--- src/rtl/core/tbd_pkg.sv ---
// ----------------------------------------------------------------------------
// tbd_pkg
// Shared types and constants for the timebase / decrementer timer core.
// ----------------------------------------------------------------------------
package tbd_pkg;

  // Field widths
  localparam int unsigned KindW   = 3;
  localparam int unsigned CycW    = 16;
  localparam int unsigned WordW   = 32;
  localparam int unsigned TbW     = 64;
  localparam int unsigned FracW   = 2;
  localparam int unsigned TbHiW   = 24;
  // timebase bit positions
  localparam int unsigned LoLsb   = FracW;               // bits 33..2
  localparam int unsigned HiLsb   = FracW + WordW;       // bits 63..34
  localparam int unsigned WrapLsb = 56 + FracW;          // limit 2^58
  localparam int unsigned HiWrW   = TbW - HiLsb;         // 30 bits kept on write high
  localparam int unsigned AmtW    = CycW - FracW + 1;    // cycles/4 plus one

  // Item kinds
  typedef enum logic [KindW-1:0] {
    KIND_TICK       = 3'd0,
    KIND_RD_TB_LO   = 3'd1,
    KIND_RD_TB_HI   = 3'd2,
    KIND_WR_TB_LO   = 3'd3,
    KIND_WR_TB_HI   = 3'd4,
    KIND_WR_DEC     = 3'd5,
    KIND_RD_DEC_ACK = 3'd6
  } kind_t;

  // One input word
  typedef struct packed {
    logic [KindW-1:0] kind;
    logic [CycW-1:0]  cycle_count;
    logic [WordW-1:0] write_value;
  } item_t;

  // One result word
  typedef struct packed {
    logic [WordW-1:0] read_value;
    logic             expired;
  } result_t;

endpackage

--- src/rtl/core/tbd_in_reg.sv ---
// ----------------------------------------------------------------------------
// tbd_in_reg
// Input register: captures one word and holds it until execution takes it.
// ----------------------------------------------------------------------------
module tbd_in_reg (
  input  logic           clk,
  input  logic           rst_n,
  input  logic           in_valid,
  output logic           in_stall,
  input  tbd_pkg::item_t in_item,
  input  logic           take,        // execute stage consumes the held word
  output logic           vld,
  output tbd_pkg::item_t item
);
  import tbd_pkg::*;

  logic  vld_r, vld_nxt;
  item_t item_r, item_nxt;

  // register is free when empty or being drained this cycle
  assign in_stall = vld_r && !take;

  always_comb begin
    vld_nxt  = vld_r;
    item_nxt = item_r;
    if (!in_stall) begin
      vld_nxt  = in_valid;
      item_nxt = in_item;
    end
  end

  always_ff @(posedge clk) begin
    if (!rst_n) begin
      vld_r <= 1'b0;
    end else begin
      vld_r <= vld_nxt;
    end
  end

  always_ff @(posedge clk) begin
    item_r <= item_nxt;
  end

  assign vld  = vld_r;
  assign item = item_r;

endmodule

--- src/rtl/core/tbd_exec.sv ---
// ----------------------------------------------------------------------------
// tbd_exec
// Timer state (timebase, decrementer, expired flag, enable) and the
// single-pass update for one word.
// ----------------------------------------------------------------------------
module tbd_exec (
  input  logic             clk,
  input  logic             rst_n,
  input  logic             cfg_we,
  input  logic             cfg_dec_en,
  input  logic             fire,
  input  tbd_pkg::item_t   item,
  output tbd_pkg::result_t result
);
  import tbd_pkg::*;

  logic [TbW-1:0]   time_base_r, time_base_nxt;
  logic [WordW-1:0] down_counter_r, down_counter_nxt;
  logic             expired_flag_r, expired_flag_nxt;
  logic             dec_en_r;

  logic [TbW-1:0]   tb_sum;
  logic [TbW-1:0]   tb_tick;
  logic [AmtW-1:0]  amount;
  logic [WordW-1:0] rd_val;
  kind_t            kind;

  assign kind = kind_t'(item.kind);

  // tick: add cycles, drop 2^56 units once past the limit (only top bits move)
  always_comb begin
    tb_sum  = time_base_r + {{(TbW-CycW){1'b0}}, item.cycle_count};
    tb_tick = tb_sum;
    if (|tb_sum[TbW-1:WrapLsb]) begin
      tb_tick[TbW-1:WrapLsb] = tb_sum[TbW-1:WrapLsb] - 1'b1;
    end
    amount = {1'b0, item.cycle_count[CycW-1:FracW]}
           + {{(AmtW-1){1'b0}}, |tb_tick[FracW-1:0]};
  end

  // next state and read word
  always_comb begin
    time_base_nxt    = time_base_r;
    down_counter_nxt = down_counter_r;
    expired_flag_nxt = expired_flag_r;
    rd_val           = '0;
    case (kind)
      KIND_TICK: begin
        time_base_nxt = tb_tick;
        if (dec_en_r) begin
          down_counter_nxt = down_counter_r - {{(WordW-AmtW){1'b0}}, amount};
          if ({{(WordW-AmtW){1'b0}}, amount} > down_counter_r) begin
            expired_flag_nxt = 1'b1;
          end
        end
      end
      KIND_RD_TB_LO: begin
        rd_val = time_base_r[HiLsb-1:LoLsb];
      end
      KIND_RD_TB_HI: begin
        rd_val = {{(WordW-TbHiW){1'b0}}, time_base_r[HiLsb+TbHiW-1:HiLsb]};
      end
      KIND_WR_TB_LO: begin
        time_base_nxt[HiLsb-1:LoLsb] = item.write_value;
      end
      KIND_WR_TB_HI: begin
        time_base_nxt[TbW-1:HiLsb] = item.write_value[HiWrW-1:0];
      end
      KIND_WR_DEC: begin
        down_counter_nxt = item.write_value;
      end
      KIND_RD_DEC_ACK: begin
        rd_val           = down_counter_r;
        expired_flag_nxt = 1'b0;
      end
      default: begin
        rd_val = '0;
      end
    endcase
  end

  always_ff @(posedge clk) begin
    if (!rst_n) begin
      time_base_r    <= '0;
      down_counter_r <= '0;
      expired_flag_r <= 1'b0;
      dec_en_r       <= 1'b1;
    end else begin
      if (fire) begin
        time_base_r    <= time_base_nxt;
        down_counter_r <= down_counter_nxt;
        expired_flag_r <= expired_flag_nxt;
      end
      if (cfg_we) begin
        dec_en_r <= cfg_dec_en;
      end
    end
  end

  assign result.read_value = rd_val;
  assign result.expired    = expired_flag_nxt;

`ifndef SYNTH
  // acknowledge always leaves the flag clear
  a_ack_clears: assert property (@(posedge clk) disable iff (!rst_n)
    fire && (kind == KIND_RD_DEC_ACK) |=> !expired_flag_r)
    else $error("expired flag not cleared by acknowledge");

  // no accepted word, no timer state change
  a_idle_hold: assert property (@(posedge clk) disable iff (!rst_n)
    !fire |=> $stable(time_base_r) && $stable(down_counter_r)
              && $stable(expired_flag_r))
    else $error("timer state changed without a word");

  // a tick from below the limit stays below the limit
  a_wrap_bound: assert property (@(posedge clk) disable iff (!rst_n)
    fire && (kind == KIND_TICK) && (time_base_r[TbW-1:WrapLsb] == '0)
    |=> time_base_r[TbW-1:WrapLsb] == '0)
    else $error("timebase wrap left value above limit");

  // flag only rises on a tick
  a_flag_rise: assert property (@(posedge clk) disable iff (!rst_n)
    $rose(expired_flag_r) |-> $past(fire) && ($past(kind) == KIND_TICK))
    else $error("expired flag set outside a tick");
`endif

endmodule

--- src/rtl/core/tbd_out_reg.sv ---
// ----------------------------------------------------------------------------
// tbd_out_reg
// Result register: holds one finished word until the receiver takes it.
// ----------------------------------------------------------------------------
module tbd_out_reg (
  input  logic             clk,
  input  logic             rst_n,
  input  logic             load,
  input  tbd_pkg::result_t res_in,
  output logic             can_load,
  output logic             out_valid,
  input  logic             out_stall,
  output tbd_pkg::result_t res_out
);
  import tbd_pkg::*;

  logic    vld_r, vld_nxt;
  result_t res_r, res_nxt;

  // free when empty or being taken this cycle
  assign can_load = !vld_r || !out_stall;

  always_comb begin
    vld_nxt = vld_r;
    res_nxt = res_r;
    if (can_load) begin
      vld_nxt = load;
      res_nxt = res_in;
    end
  end

  always_ff @(posedge clk) begin
    if (!rst_n) begin
      vld_r <= 1'b0;
    end else begin
      vld_r <= vld_nxt;
    end
  end

  always_ff @(posedge clk) begin
    res_r <= res_nxt;
  end

  assign out_valid = vld_r;
  assign res_out   = res_r;

endmodule

--- src/rtl/core/timebase_decrementer_timer_core.sv ---
// ----------------------------------------------------------------------------
// timebase_decrementer_timer_core
// Timebase counter with two fraction bits, 32-bit decrementer and sticky
// expired flag; one result word per input word.
//
//   channel  dir  handshake            payload
//   in       in   in_valid/in_stall    in_kind, in_cycle_count, in_write_value
//   out      out  out_valid/out_stall  out_read_value, out_expired
//   cfg      in   cfg_valid/cfg_ready  cfg_decrementer_enable
//
// out_valid rises once an accepted word has passed the input register and
// been loaded into the result register; one word per cycle sustained while
// out is not stalled, with the single add/compare/subtract pass between the
// input and result registers. Reset clears timebase, decrementer and flag
// and sets the decrementer enable. A stall on out backs up through the input
// register to in_stall in the same cycle. cfg_ready is always high.
// ----------------------------------------------------------------------------
module timebase_decrementer_timer_core (
  input  logic                        clk,
  input  logic                        rst_n,
  input  logic                        in_valid,
  output logic                        in_stall,
  input  logic [tbd_pkg::KindW-1:0]   in_kind,
  input  logic [tbd_pkg::CycW-1:0]    in_cycle_count,
  input  logic [tbd_pkg::WordW-1:0]   in_write_value,
  output logic                        out_valid,
  input  logic                        out_stall,
  output logic [tbd_pkg::WordW-1:0]   out_read_value,
  output logic                        out_expired,
  input  logic                        cfg_valid,
  output logic                        cfg_ready,
  input  logic                        cfg_decrementer_enable
);
  import tbd_pkg::*;

  item_t   in_item, ex_item;
  result_t ex_res, out_res;
  logic    ex_vld, can_load, fire;

  assign in_item.kind        = in_kind;
  assign in_item.cycle_count = in_cycle_count;
  assign in_item.write_value = in_write_value;

  // execute when a word is held and the result register has room
  assign fire      = ex_vld && can_load;
  assign cfg_ready = 1'b1;

  tbd_in_reg u_in (
    .clk      (clk),
    .rst_n    (rst_n),
    .in_valid (in_valid),
    .in_stall (in_stall),
    .in_item  (in_item),
    .take     (can_load),
    .vld      (ex_vld),
    .item     (ex_item)
  );

  tbd_exec u_exec (
    .clk        (clk),
    .rst_n      (rst_n),
    .cfg_we     (cfg_valid && cfg_ready),
    .cfg_dec_en (cfg_decrementer_enable),
    .fire       (fire),
    .item       (ex_item),
    .result     (ex_res)
  );

  tbd_out_reg u_out (
    .clk       (clk),
    .rst_n     (rst_n),
    .load      (ex_vld),
    .res_in    (ex_res),
    .can_load  (can_load),
    .out_valid (out_valid),
    .out_stall (out_stall),
    .res_out   (out_res)
  );

  assign out_read_value = out_res.read_value;
  assign out_expired    = out_res.expired;

endmodule

--- config.mk ---
export PLATFORM = sky130hd
export DESIGN_NAME = timebase_decrementer_timer_core
export DESIGN_NICKNAME = d
export VERILOG_FILES = /design/src/rtl/core/tbd_pkg.sv /design/src/rtl/core/tbd_in_reg.sv /design/src/rtl/core/tbd_exec.sv /design/src/rtl/core/tbd_out_reg.sv /design/src/rtl/core/timebase_decrementer_timer_core.sv
export SDC_FILE = /design/constraint.sdc
export NUM_CORES = 1
export LEC_CHECK = 0
export BUFFER_PORTS_ARGS = -buffer_cell sky130_fd_sc_hd__buf_2
export CAP_MARGIN = 20
export CORE_ASPECT_RATIO = 1.2
export CORE_UTILIZATION = 60
export DETAILED_ROUTE_END_ITERATION = 12
export GPL_ROUTABILITY_DRIVEN = 0
export PLACE_DENSITY = 0.81
export SLEW_MARGIN = 25
export SYNTH_ARGS = -nofsm -noshare
export SYNTH_HDL_FRONTEND = slang
export SYNTH_SLANG_ARGS = --single-unit
--- constraint.sdc ---
create_clock -name clk -period 4.8 [get_ports clk]
set_input_delay 0.96 -clock clk [delete_from_list [all_inputs] [get_ports clk]]
set_output_delay 0.96 -clock clk [all_outputs]
set_load 0.03 [all_outputs]
# Word-level counts from Yosys, hierarchy flattened
# Index checks and enable logic that the tools add are counted.
# W data, S select, Z words.
# totals
ff_bits	184
word_cells	50
inputBits	57
# op_classes
mux	9
add_sub_neg	4
n_eq_ne	7
order_cmp	1
n_reduce_logical	16
# op_table
cell	count
$pmux W32 S2	2
$pmux W32 S3	1
$add A64 B16 Y64	1
$pmux W30 S2	1
$gt A15 B32 Y1	1
$mux W32	1
$sub A32 B15 Y32	1
$add A14 B1 Y15	1
$eq A3 B3 Y1 const B	3
$eq A3 B2 Y1 const B	2
$mux W6	1
$reduce_and A2 Y1	3
$reduce_bool A2 Y1	3
$reduce_or A6 Y1	1
$sub A6 B1 Y6 const B	1
$eq A3 B1 Y1 const B	1
$logic_not A1 Y1	3
$logic_not A3 Y1	1
$reduce_and A3 Y1	1
$logic_and A1 B1 Y1	2
$mux W1	2
$ne A2 B1 Y1 const B	1
$pmux W1 S2	1
$reduce_or A2 Y1	1
$logic_or A1 B1 Y1	1

# Logic depth before layout (Yosys ltp)
# Gate-level depths: netlist of run 1.
# logic_depth
depth_word	7
mapped_depth	19
depth_no_buf	18

# By module
# Synthesis of run 1 repeated with hierarchy kept, for this count alone.
# unflattened
hier_cells	1188
area_unflattened_um2	10460.0
# by_module_without_submodules
module	area_each_um2	cells_each	instances	seq_area_each_um2
tbd_exec	7840.0	1093	1	1841.8
tbd_in_reg	1576.5	55	1	1551.5
tbd_out_reg	1026.0	37	1	1011.0
timebase_decrementer_timer_core	17.5	3	1	0.0

# Least setup slack after synthesis of run 1
# Ideal clock, no wire load.
# synth_timing
path_kind	register to register
from	register u_in.item_r (netlist bit u_in.item[32])
to	register u_exec.down_counter_r[15]
path_stages_with_launch	19
path_slack_ns	0.767
setup_time_ns	0.120
required_ns	4.680
arrival_time_ns	3.914
n_path_buf	0
cell_sequence	edfxtp_1 > ha_1 > inv_1 > fa_1 > nand2b_1 > ha_1 > ha_1 > nand3_1 > nor2_1 > nand3_1 > xor2_1 > ha_1 > a21oi_1 > nor2b_1 > o21a_1 > or3_1 > or2_1 > and3_1 > o31a_1
# synth_via
elab_chain_len	6
# synth_lines
item	line_no	rtl
start, declared	tbd_in_reg.sv:18	item_t item_r, item_nxt;
start signal, assigned	tbd_in_reg.sv:41	item_r <= item_nxt;
$add A64 B16 Y64	tbd_exec.sv:32	tb_sum = time_base_r + {{(TbW-CycW){1'b0}}, item.cycle_count};
$reduce_or A2 Y1	tbd_exec.sv:38	+ {{(AmtW-1){1'b0}}, |tb_tick[FracW-1:0]};
$add A14 B1 Y15	tbd_exec.sv:38	
$sub A32 B15 Y32	tbd_exec.sv:51	down_counter_nxt = down_counter_r - {{(WordW-AmtW){1'b0}}, amount};
$mux W32	tbd_exec.sv:50	if (dec_en_r) begin
$pmux W32 S2	tbd_exec.sv:47	case (kind)
end signal, assigned	tbd_exec.sv:91	down_counter_r <= down_counter_nxt;
end, declared	tbd_exec.sv:18	logic [WordW-1:0] down_counter_r, down_counter_nxt;
# No other way between the ends. The select of a mux whose other input is x is not followed.
# A chain may end at the register's enable or synchronous reset.

# Final worst setup path of run 1
# layout_timing
from	register u_in.item_r (netlist bit u_in.item[32])
to	register u_exec.down_counter_r[31]
# The elaborated chain is that of the path after synthesis.

==> impl_metrics.py, run 1 <==
metrics = {
    "yosys": {
        "synth_top_area_cell": "edfxtp_1",
        "synth-edff-count": 84,
        "synthesis.area_per_instance_um2": 8.86,
        "proportion_of_register_bits_with_asynchronous_set_or_reset_after_synthesis": 0,
        "netlist.area_leader.share": 0.241,
        "ys_seq_elements": 178,
        "post_synth_inst_count": 1180,
        "synth.top_cells.by_area": "edfxtp_1 24%, dfxtp_1 18%, nand2_1 5.0%",
        "net_count_after_synthesis": 1272,
        "synth_top_flop_cell": "dfxtp_1",
        "synth_cell_type_count": 85,
        "yosysWarningCount": 0,
        "synth_area_um2": 10500,
        "synth_seq_area_share": 0.421,
    },
    "worst_setup_path": {
        "cp_max_fo": 6,
        "crit_path_frequent_cell": "ha_1",
        "critical_path_required_ns": 5.10,
        "worstSetupPathDepth": 18,
        "crit_path_start_kind": "register",
        "cp_data_arrival_time_ns": 4.83,
        "timing.critical_path.to_type": "register",
        "critical_path_buf_inv_count": 1,
        "worst_path_dominant_cell_family": "simple AND/OR/NAND/NOR gates",
        "path_class": "reg2reg",
        "worst-r2r-cell-count": 18,
        "worstPathCellList": "ha_1 > inv_1 > fa_1 > nand2b_1 > ha_1 > ha_1 > nand3_1 > nor2_2 > nand3_1 > xor2_1 > ha_1 > a21oi_1 > nor2b_1 > o21a_1 > or3_1 > or2_1 > o32ai_1 > a311oi_1",
        "cp_slowest_stage_delay_ns": 0.44,
        "cpMaxStageDelayCell": "or3_1",
    },
    "floorplan": {
        "fp.dieArea_um2": 18000,
        "row_count": 52,
        "coreArea_um2": 17000,
        "starting_utilization_of_the_core_area": 0.616,
        "chipHeight_um": 147,
        "dieWidth_um": 122,
        "num_io_pins": 93,
    },
    "global_route": {
        "first_pass_grt_wire_length_um": 50500,
        "grt-ovfl-total": 0,
        "globalRouteTotalUtil": 0.371,
        "grt_antenna_before_repair": 0,
        "via_count_of_the_first_global_routing_pass": 9275,
        "grt_start_max_net_pins": 52,
    },
    "hold_path": {
        "hold_path.class": "reg2reg",
        "worst_hold_path_depth": 2,
    },
    "sta": {
        "maxClockFrequency_mhz": 220,
        "postLayoutSetupSlackWorst_ns": 0.262,
        "timing.final.crit_share": 0.945,
        "skew_ns": 0.0112,
        "fin_tns_setup_ns": 0,
        "final.min_clock_period_ns": 4.54,
        "finalSetupViolations": 0,
        "finalHoldViolCount": 0,
        "final-max-slew-violation-count": 0,
        "max_slew.worst_pin.slew_ns": 1.10,
        "grt_setup_unrepaired": "no",
        "hold_slack_ns": 0.459,
        "slew_headroom": 0.266,
    },
    "clock_network": {
        "h-tree-depth": 4,
        "cts_sinks": 178,
        "clk_latency_ns": 0.45,
        "clk_transition_reported_paths_ns": 0.07,
        "clk_root_buffer_cell": "clkbuf_16",
        "post_cts.resized_instances": 0,
        "numCtsBuffers": 17,
        "max-clock-path-buffers": 2,
        "hold_buffers": 0,
        "cts_setup_buffers": 0,
        "tritoncts": "built",
    },
    "placement": {
        "postPlaceCellArea_um2": 11100,
        "hpwlAfterDp_um": 22900,
        "port-buffer-count": 91,
        "post_place_setup_slack_ns": 0.247,
    },
    "detailed_routing": {
        "detailroute.via_count": 10433,
        "detail-route-antenna-nets": 0,
        "remaining_drc_errors": 0,
        "viasPerCell": 7.13,
        "pre_repair_dr_iteration_count": 10,
        "wirelength_um": 33000,
        "dr.first_iter.drc_count": 1762,
        "route.detailed.wl_per_inst_um": 22.5,
    },
    "power_and_ir_drop": {
        "power.density_cell_area_nw_per_um2": 309,
        "leakagePower_uw": 0.00443,
        "max-vdd-ir-drop_uv": 245,
    },
    "final_layout": {
        "diodes": 0,
        "flow.area_growth_from_synthesis_pct": 11.5,
        "final_layout_net_count": 1327,
        "filler_cell_count": 1322,
        "multiInputGateArea_um2": 5690,
        "seq_area_um2": 4400,
        "layout-drive-gt1-share": 0.142,
        "final_area_um2": 11700,
    },
    "job": {
        "drv.max_cap_violation_count": 0,
    },
    "status": {
        "outcome": "complete, no violations",
    },
}
[per-stage QoR]
step	power (uW)	instances	util
2_1_floorplan	2110	1180	-
3_3_place_gp	2260	1432	0.652
3_5_place_dp	2270	1432	0.652
4_1_cts	3580	1464	0.685
5_1_grt	3700	1464	0.686
6_report	3610	1464	0.686
[tightest hold or removal path, stage by stage (launching register included)]
cell and delay [ns]:
dfxtp_1 0.31, nand2_1 0.05, a21oi_1 0.05
[final cells by class]
type | count | share of cell area
clock inverter | 12 | 0.00934
tap | 216 | 0.0232
clock buffer | 20 | 0.0383
sequential | 178 | 0.378
multi-input combinational | 900 | 0.489
inverter | 21 | 0.00676
timing repair buffer | 117 | 0.0558
[cell usage in the layout, fill, tap and decap left out, types with 12 or more instances in the layout]
cell type  netlist  layout
nand2_1        139     139
dfxtp_1         94      94
buf_2           10      91
edfxtp_1        84      84
nor2_1          81      80
o21ai_0         72      72
a21oi_1         68      68
nand3_1         60      59
and3_1          42      42
nor3_1          37      35
ha_1            33      33
a211oi_1        30      30
a22oi_1         27      27
buf_4            1      26
a31oi_1         23      23
inv_1           20      20
a311oi_1        20      20
clkbuf_16        0      17
nand4_1         16      16
xnor2_1         16      16
a21o_1          15      15
nor4_1          15      14
o21a_1          13      13
a22o_1          12      12
xor2_1          12      12
[cell usage after synthesis, drive strengths merged (6+ instances only)]
| master | instances |
|---|---|
| a211oi | 31 |
| a21o | 15 |
| a21oi | 70 |
| a22o | 12 |
| a22oi | 27 |
| a311oi | 21 |
| a31oi | 23 |
| and2 | 7 |
| and3 | 42 |
| and4 | 6 |
| buf | 16 |
| clkbuf | 65 |
| dfxtp | 94 |
| edfxtp | 84 |
| ha | 33 |
| inv | 20 |
| nand2 | 139 |
| nand3 | 60 |
| nand4 | 16 |
| nor2 | 81 |
| nor2b | 8 |
| nor3 | 37 |
| nor4 | 17 |
| o2111ai | 6 |
| o211ai | 11 |
| o21a | 13 |
| o21ai | 75 |
| o31a | 9 |
| o31ai | 8 |
| or3 | 11 |
| or4 | 7 |
| xnor2 | 16 |
| xor2 | 12 |
[layer usage]
layer,global-route usage,part of all wire,vias to the layer above
met5,0,0,-
met4,0.173,0.046,0
met3,0.112,0.14,164
met2,0.536,0.43,843
met1,0.503,0.38,4789
li1,-,-,4637
[power breakdown]
part / internal [uW] / total [uW] / leakage (uW) / switching [uW]
logic: 189 / 519 / 0.00247 / 330
registers: 1660 / 1750 / 0.00169 / 92.2
clock network: 729 / 1340 / 0.000267 / 608
[state kept, by name (all words and copies together) (netlist names)]
signal	count
u_exec.expired_flag_r	1
u_exec.down_counter_r	32
u_in.item	51
u_out.out_valid	1
u_out.res_out	33
u_in.vld	1
u_exec.dec_en_r	1
u_exec.time_base_r	58
[kinds of logic after synthesis]
group	share of synthesized area
XOR/XNOR	0.0235
adder cells (fa/ha/maj)	0.0433
other	0.000359
buffers and inverters	0.0383
multiplexers	0.00491
AND/OR/NAND/NOR	0.209
AO/OA/AOI/OAI	0.259
flip-flops	0.421
[path summary, 6_finish.rpt]
check / slack, ns / end / start
min reg2reg: 0.46 / u_exec.time_base_r[0] / u_exec.time_base_r[0]
max: 0.26 / u_exec.down_counter_r[31] / u_in.item[32]
min: 0.46 / u_exec.time_base_r[0] / u_exec.time_base_r[0]
max reg2reg: 0.26 / u_exec.down_counter_r[31] / u_in.item[32]
No activity file was read; power rests on OpenSTA's default activity.
==> run 2, diff against run 1 <==
--- a/config.mk
+++ b/config.mk
@@ -12,6 +12,7 @@
 export DETAILED_ROUTE_END_ITERATION = 12
 export GPL_ROUTABILITY_DRIVEN = 0
 export PLACE_DENSITY = 0.81
+export REMOVE_ABC_BUFFERS = 1
 export SLEW_MARGIN = 25
 export SYNTH_ARGS = -nofsm -noshare
 export SYNTH_HDL_FRONTEND = slang
==> run 2 against run 1 <==
Net effect:
- global-route usage up 0.86 points
- routed wire length grew 1.4%
- clock skew fell by 0.00054 ns
- cell count shrank 0.14%
- core utilization fell by 0.052 points
- non-clock buffer count shrank 2
- register-to-register slack got worse by 0.03 ns
- power rose by 0.89%
- worst hold slack better by 0.015 ns
- first-iteration DRC count grew 11%
- critical endpoint is now u_exec.down_counter_r[15]
- highest routed layer unchanged
==> impl_metrics.py, run 2 (same netlist as run 1, synthesis figures left out) <==
metrics = {
    "status": {
        "outcome": "complete, no violations",
    },
    "power_and_ir_drop": {
        "p_comb_frac": 0.145,
        "p_sw_frac": 0.291,
        "clock_power_share": 0.374,
        "leakagePower_uw": 0.00442,
        "power.density_cell_area_nw_per_um2": 312,
        "netSwitchingPower_uw": 1060,
        "max-vdd-ir-drop_uv": 262,
        "p_int_uw": 2580,
        "p_seq_frac": 0.481,
    },
    "final_layout": {
        "multiInputGateArea_um2": 5690,
        "layout-drive-gt1-share": 0.143,
        "seq_area_um2": 4400,
        "final_layout_net_count": 1325,
        "flow.area_growth_from_synthesis_pct": 11.4,
        "finalCoreUtilization": 0.686,
        "largest_register_ff_count": 58,
        "final_cell_mix": "139 x nand2_1, 94 x dfxtp_1, 91 x buf_2, 84 x edfxtp_1, 81 x nor2_1",
        "top_register": "u_exec.time_base_r",
        "diodes": 0,
        "layout.cells.non_filler": 1462,
        "final_common_cell": "nand2_1",
        "filler_cell_count": 1323,
    },
    "clock_network": {
        "clk_latency_ns": 0.44,
        "cts_setup_buffers": 0,
        "clk_transition_reported_paths_ns": 0.07,
        "h-tree-depth": 4,
        "max-clock-path-buffers": 2,
        "numCtsBuffers": 17,
        "tritoncts": "built",
        "clk_root_buffer_cell": "clkbuf_16",
        "cts_sinks": 178,
    },
    "sta": {
        "grt_setup_unrepaired": "no",
        "final.min_clock_period_ns": 4.57,
        "finalSetupViolations": 0,
        "timing.final.crit_share": 0.952,
        "slew_headroom": 0.378,
        "max_slew.worst_pin.slew_ns": 0.933,
        "maxClockFrequency_mhz": 219,
        "final-max-slew-violation-count": 0,
        "hold_slack_ns": 0.474,
        "skew_ns": 0.0106,
        "finalHoldViolCount": 0,
    },
    "floorplan": {
        "starting_utilization_of_the_core_area": 0.616,
        "dieWidth_um": 122,
        "num_io_pins": 93,
        "row_count": 52,
        "coreArea_um2": 17000,
        "fp.dieArea_um2": 18000,
        "chipHeight_um": 147,
    },
    "placement": {
        "hpwlAfterDp_um": 22800,
        "port-buffer-count": 91,
        "dp.cells": 1430,
    },
    "hold_path": {
        "worst_hold_startpoint": "u_exec.down_counter_r[0]",
        "hold_path.class": "reg2reg",
        "worst_hold_path_depth": 2,
        "worst_hold_path.endpoint": "u_exec.down_counter_r[0]",
    },
    "worst_setup_path": {
        "crit_path_start_kind": "register",
        "worstPathCellList": "ha_1 > inv_1 > fa_1 > nand2b_1 > ha_1 > ha_1 > nand3_1 > nor2_1 > nand3_1 > xor2_1 > ha_1 > a21oi_2 > nor2b_1 > o21a_1 > or3_1 > or2_1 > and3_1 > o31a_1",
        "critical_path_required_ns": 5.12,
        "cp_slowest_stage_delay_ns": 0.44,
        "worst-r2r-cell-count": 18,
        "path_class": "reg2reg",
        "ff2ff_setup_slack_ns": 0.23,
        "cpMaxStageDelayCell": "or3_1",
        "cp_max_fo": 6,
        "crit_path_frequent_cell": "ha_1",
        "worst_path_dominant_cell_family": "simple AND/OR/NAND/NOR gates",
        "ff_to_ff_end": "u_exec.down_counter_r[15]",
        "cp_data_arrival_time_ns": 4.90,
        "timing.critical_path.to_type": "register",
        "worst_setup_path_startpoint": "u_in.item[32]",
        "worst_r2r_startpoint": "u_in.item[32]",
        "critical_path_buf_inv_count": 1,
    },
    "global_route": {
        "globalRouteTotalUtil": 0.379,
        "grt_antenna_before_repair": 0,
        "first_pass_grt_wire_length_um": 51700,
        "grt_start_max_net_pins": 53,
        "via_count_of_the_first_global_routing_pass": 9670,
        "grt-ovfl-total": 0,
    },
    "detailed_routing": {
        "wirelength_um": 33400,
        "detail-route-antenna-nets": 0,
        "viasPerCell": 7.21,
        "route.detailed.wl_per_inst_um": 22.9,
        "detailroute.via_count": 10539,
        "remaining_drc_errors": 0,
        "dr.first_iter.drc_count": 1962,
        "pre_repair_dr_iteration_count": 7,
    },
    "job": {
        "drv.max_cap_violation_count": 0,
    },
}
run 2: worst max path at each step:
stage	end	slack (ns)	cells past startpoint
finish	u_exec.down_counter_r[15]	0.23	18
global route	u_exec.down_counter_r[15]	0.04	18
CTS	u_exec.down_counter_r[23]	0.25	18
detailed placement	u_exec.down_counter_r[23]	0.28	18
global placement	u_exec.down_counter_r[23]	0.40	18
floorplan	u_exec.time_base_r[2]	-0.14	6
run 2: worst min-delay path: cells and delay by family, from the launching register on:
family	cells	cell delay, ns
AO/OA/AOI/OAI	1	0.05
AND/OR/NAND/NOR	1	0.06
flip-flops	1	0.32
run 2: cell type report:
type,instances,share of cell area
Sequential cell,178,0.378
Clock inverter,14,0.0110
Inverter,21,0.00677
Tap cell,216,0.0232
Clock buffer,18,0.0377
Multi-Input combinational cell,900,0.489
Timing Repair Buffer,115,0.0546
run 2: metal layers:
layer / vias up / global-route usage / routed length, um
li1: 4638 / - / -
met3: 164 / 0.0969 / 4480
met4: 0 / 0.182 / 1660
met1: 4879 / 0.497 / 12300
met5: - / 0 / 0
met2: 858 / 0.578 / 15000
run 2: timing repair:
item / CTS / global route
gates resized for setup: 0 / 2
hold buffers: 0 / 0
setup endpoints to repair: 0 / 2
run 2: power groups by stage:
stage / clock network, uW / logic (uW) / registers (uW)
final: 1360 / 526 / 1750
after global routing: 1430 / 569 / 1750
after CTS: 1360 / 509 / 1740
after detailed placement: 0 / 502 / 1770
after global placement: 0 / 488 / 1770
after floorplan: 0 / 320 / 1770
run 2: metrics by stage:
stage | area [um^2] | setup slack [ns] | setup TNS [ns] | total power (uW)
3_3_place_gp | 11100 | 0.397 | 0 | 2260
2_1_floorplan | 10100 | -0.138 | -0.216 | 2090
5_1_grt | 11600 | 0.0424 | 0 | 3750
3_5_place_dp | 11100 | 0.280 | 0 | 2280
6_report | 11600 | 0.229 | 0 | 3640
4_1_cts | 11600 | 0.251 | 0 | 3610
==> run 3, diff against run 2 <==
--- a/config.mk
+++ b/config.mk
@@ -7,7 +7,7 @@
 export LEC_CHECK = 0
 export BUFFER_PORTS_ARGS = -buffer_cell sky130_fd_sc_hd__buf_2
 export CAP_MARGIN = 20
-export CORE_ASPECT_RATIO = 1.2
+export CORE_ASPECT_RATIO = 0.5
 export CORE_UTILIZATION = 60
 export DETAILED_ROUTE_END_ITERATION = 12
 export GPL_ROUTABILITY_DRIVEN = 0
==> run 3 against run 2 <==
Net effect:
- first-iteration DRC count shrank 9.0%
- global-route usage grew 1.2 points
- worst hold slack lost 0.0027 ns
- largest power group unchanged
- highest routed layer unchanged
- final area grew 0.24%
- via count grew 0.49%
==> impl_metrics.py, run 3 (same netlist as run 1, synthesis figures left out) <==
metrics = {
    "sta": {
        "max_slew.worst_pin.slew_ns": 1.20,
        "slew_headroom": 0.192,
        "final-max-slew-violation-count": 0,
        "final.min_clock_period_ns": 4.54,
        "grt_setup_unrepaired": "no",
        "timing.final.crit_share": 0.947,
        "hold_slack_ns": 0.472,
        "maxClockFrequency_mhz": 220,
        "fin_tns_setup_ns": 0,
        "finalSetupViolations": 0,
        "finalHoldViolCount": 0,
        "skew_ns": 0.0132,
    },
    "worst_setup_path": {
        "path_class": "reg2reg",
        "critical_path_required_ns": 5.15,
        "worst_r2r_startpoint": "u_in.item[32]",
        "cp_data_arrival_time_ns": 4.89,
        "crit_path_start_kind": "register",
        "worst_setup_path_startpoint": "u_in.item[32]",
        "timing.critical_path.to_type": "register",
        "cp_max_fo": 8,
    },
    "clock_network": {
        "cts_sinks": 178,
        "clk_root_buffer_cell": "clkbuf_16",
        "h-tree-depth": 4,
        "max-clock-path-buffers": 2,
        "clk_latency_ns": 0.44,
        "numCtsBuffers": 17,
        "cts_setup_buffers": 0,
        "post_cts.resized_instances": 0,
        "hold_buffers": 0,
        "clk_transition_reported_paths_ns": 0.07,
        "tritoncts": "built",
    },
    "global_route": {
        "grt-ovfl-total": 0,
        "grt-busiest-layer": "met2",
        "globalRouteTotalUtil": 0.391,
        "first_pass_grt_wire_length_um": 53600,
        "grt_antenna_before_repair": 0,
        "met3_global_route_usage": 0.119,
        "grt_start_max_net_pins": 53,
        "via_count_of_the_first_global_routing_pass": 9964,
        "grtUsageMet1": 0.508,
        "grtUsageMet2": 0.605,
    },
    "final_layout": {
        "layout-drive-gt1-share": 0.142,
        "final_cell_mix": "139 x nand2_1, 94 x dfxtp_1, 91 x buf_2, 84 x edfxtp_1, 80 x nor2_1",
        "diodes": 0,
        "flow.area_growth_from_synthesis_pct": 11.7,
        "final_layout_net_count": 1324,
        "finalCoreUtilization": 0.700,
        "layout.cells.non_filler": 1472,
        "seq_area_um2": 4400,
        "top_register": "u_exec.time_base_r",
        "final_area_um2": 11700,
        "filler_cell_count": 1337,
        "final_common_cell": "nand2_1",
        "largest_register_ff_count": 58,
        "multiInputGateArea_um2": 5700,
    },
    "floorplan": {
        "coreArea_um2": 16700,
        "starting_utilization_of_the_core_area": 0.627,
        "fp.dieArea_um2": 18000,
        "row_count": 33,
        "num_io_pins": 93,
        "dieWidth_um": 189,
        "chipHeight_um": 95.3,
    },
    "power_and_ir_drop": {
        "p_int_uw": 2580,
        "netSwitchingPower_uw": 1100,
        "p_comb_frac": 0.146,
        "p_sw_frac": 0.299,
        "leakagePower_uw": 0.00443,
        "max-vdd-ir-drop_uv": 273,
        "power.density_cell_area_nw_per_um2": 315,
        "clock_power_share": 0.381,
        "p_seq_frac": 0.473,
    },
    "detailed_routing": {
        "dr.first_iter.drc_count": 1786,
        "wirelength_um": 34600,
        "detail-route-antenna-nets": 0,
        "remaining_drc_errors": 0,
        "pre_repair_dr_iteration_count": 6,
        "viasPerCell": 7.19,
        "route.detailed.wl_per_inst_um": 23.5,
        "detailroute.via_count": 10591,
    },
    "placement": {
        "postPlaceCellArea_um2": 11100,
        "dp.cells": 1440,
        "port-buffer-count": 91,
        "hpwlAfterDp_um": 23500,
    },
    "status": {
        "outcome": "complete, no violations",
    },
    "hold_path": {
        "hold_path.class": "reg2reg",
        "worst_hold_startpoint": "u_exec.time_base_r[0]",
    },
    "job": {
        "drv.max_cap_violation_count": 0,
    },
}
==> run 3: changes by cell type in the layout (fill, tap and decap cells not counted), sizes merged <==
cell / before / now
buf: 115 / 114
clkinv: 6 / 5
clkinvlp: 3 / 2
inv: 25 / 27
==> run 3: path summary, 6_finish.rpt <==
kind,endpoint,slack (ns),depth (start not counted)
min reg2reg,u_exec.time_base_r[0],0.47,2
min,u_exec.time_base_r[0],0.47,2
max reg2reg,u_exec.down_counter_r[31],0.26,16
max,u_exec.down_counter_r[31],0.26,16
==> run 3: per-stage QoR <==
step                worst slack [ns]  total power (uW)
finish                         0.256              3680
global route                  0.0598              3780
CTS                            0.123              3650
detailed placement             0.157              2280
global placement               0.382              2260
floorplan                     -0.138              2090
==> run 3: power by group through the flow <==
stage                     logic [uW]  registers [uW]  clock network (uW)
after global placement           493            1770                   0
after global routing             579            1740                1460
after CTS                        519            1730                1400
after floorplan                  320            1770                   0
final                            539            1740                1400
after detailed placement         511            1770                   0
==> run 3: layer usage <==
| layer | routed length (um) | share of wire | vias up |
|---|---|---|---|
| met5 | 0 | 0 | - |
| met3 | 5150 | 0.15 | 173 |
| met1 | 13300 | 0.38 | 4922 |
| met2 | 14600 | 0.42 | 860 |
| li1 | - | - | 4636 |
| met4 | 1480 | 0.043 | 0 |
==> run 3: final cells by class <==
type | instances | share of cell area
Timing Repair Buffer | 114 | 0.0538
Sequential cell | 178 | 0.377
Inverter | 21 | 0.00675
Clock buffer | 18 | 0.0368
Clock inverter | 14 | 0.0125
Multi-Input combinational cell | 900 | 0.488
Tap cell | 227 | 0.0243
==> run 3: worst max-delay path, stage by stage (launching register included) <==
cell and delay [ns]:
edfxtp_1 0.38, ha_1 0.22, inv_1 0.07, fa_1 0.43, nand2b_1 0.10, ha_1 0.22
and3_1 0.23, nand2_1 0.13, nor2_1 0.21, xnor2_1 0.12, ha_1 0.42, nand4_1 0.22
a211oi_1 0.66, o31a_1 0.40, or2_1 0.25, o32ai_1 0.12, a311oi_1 0.27
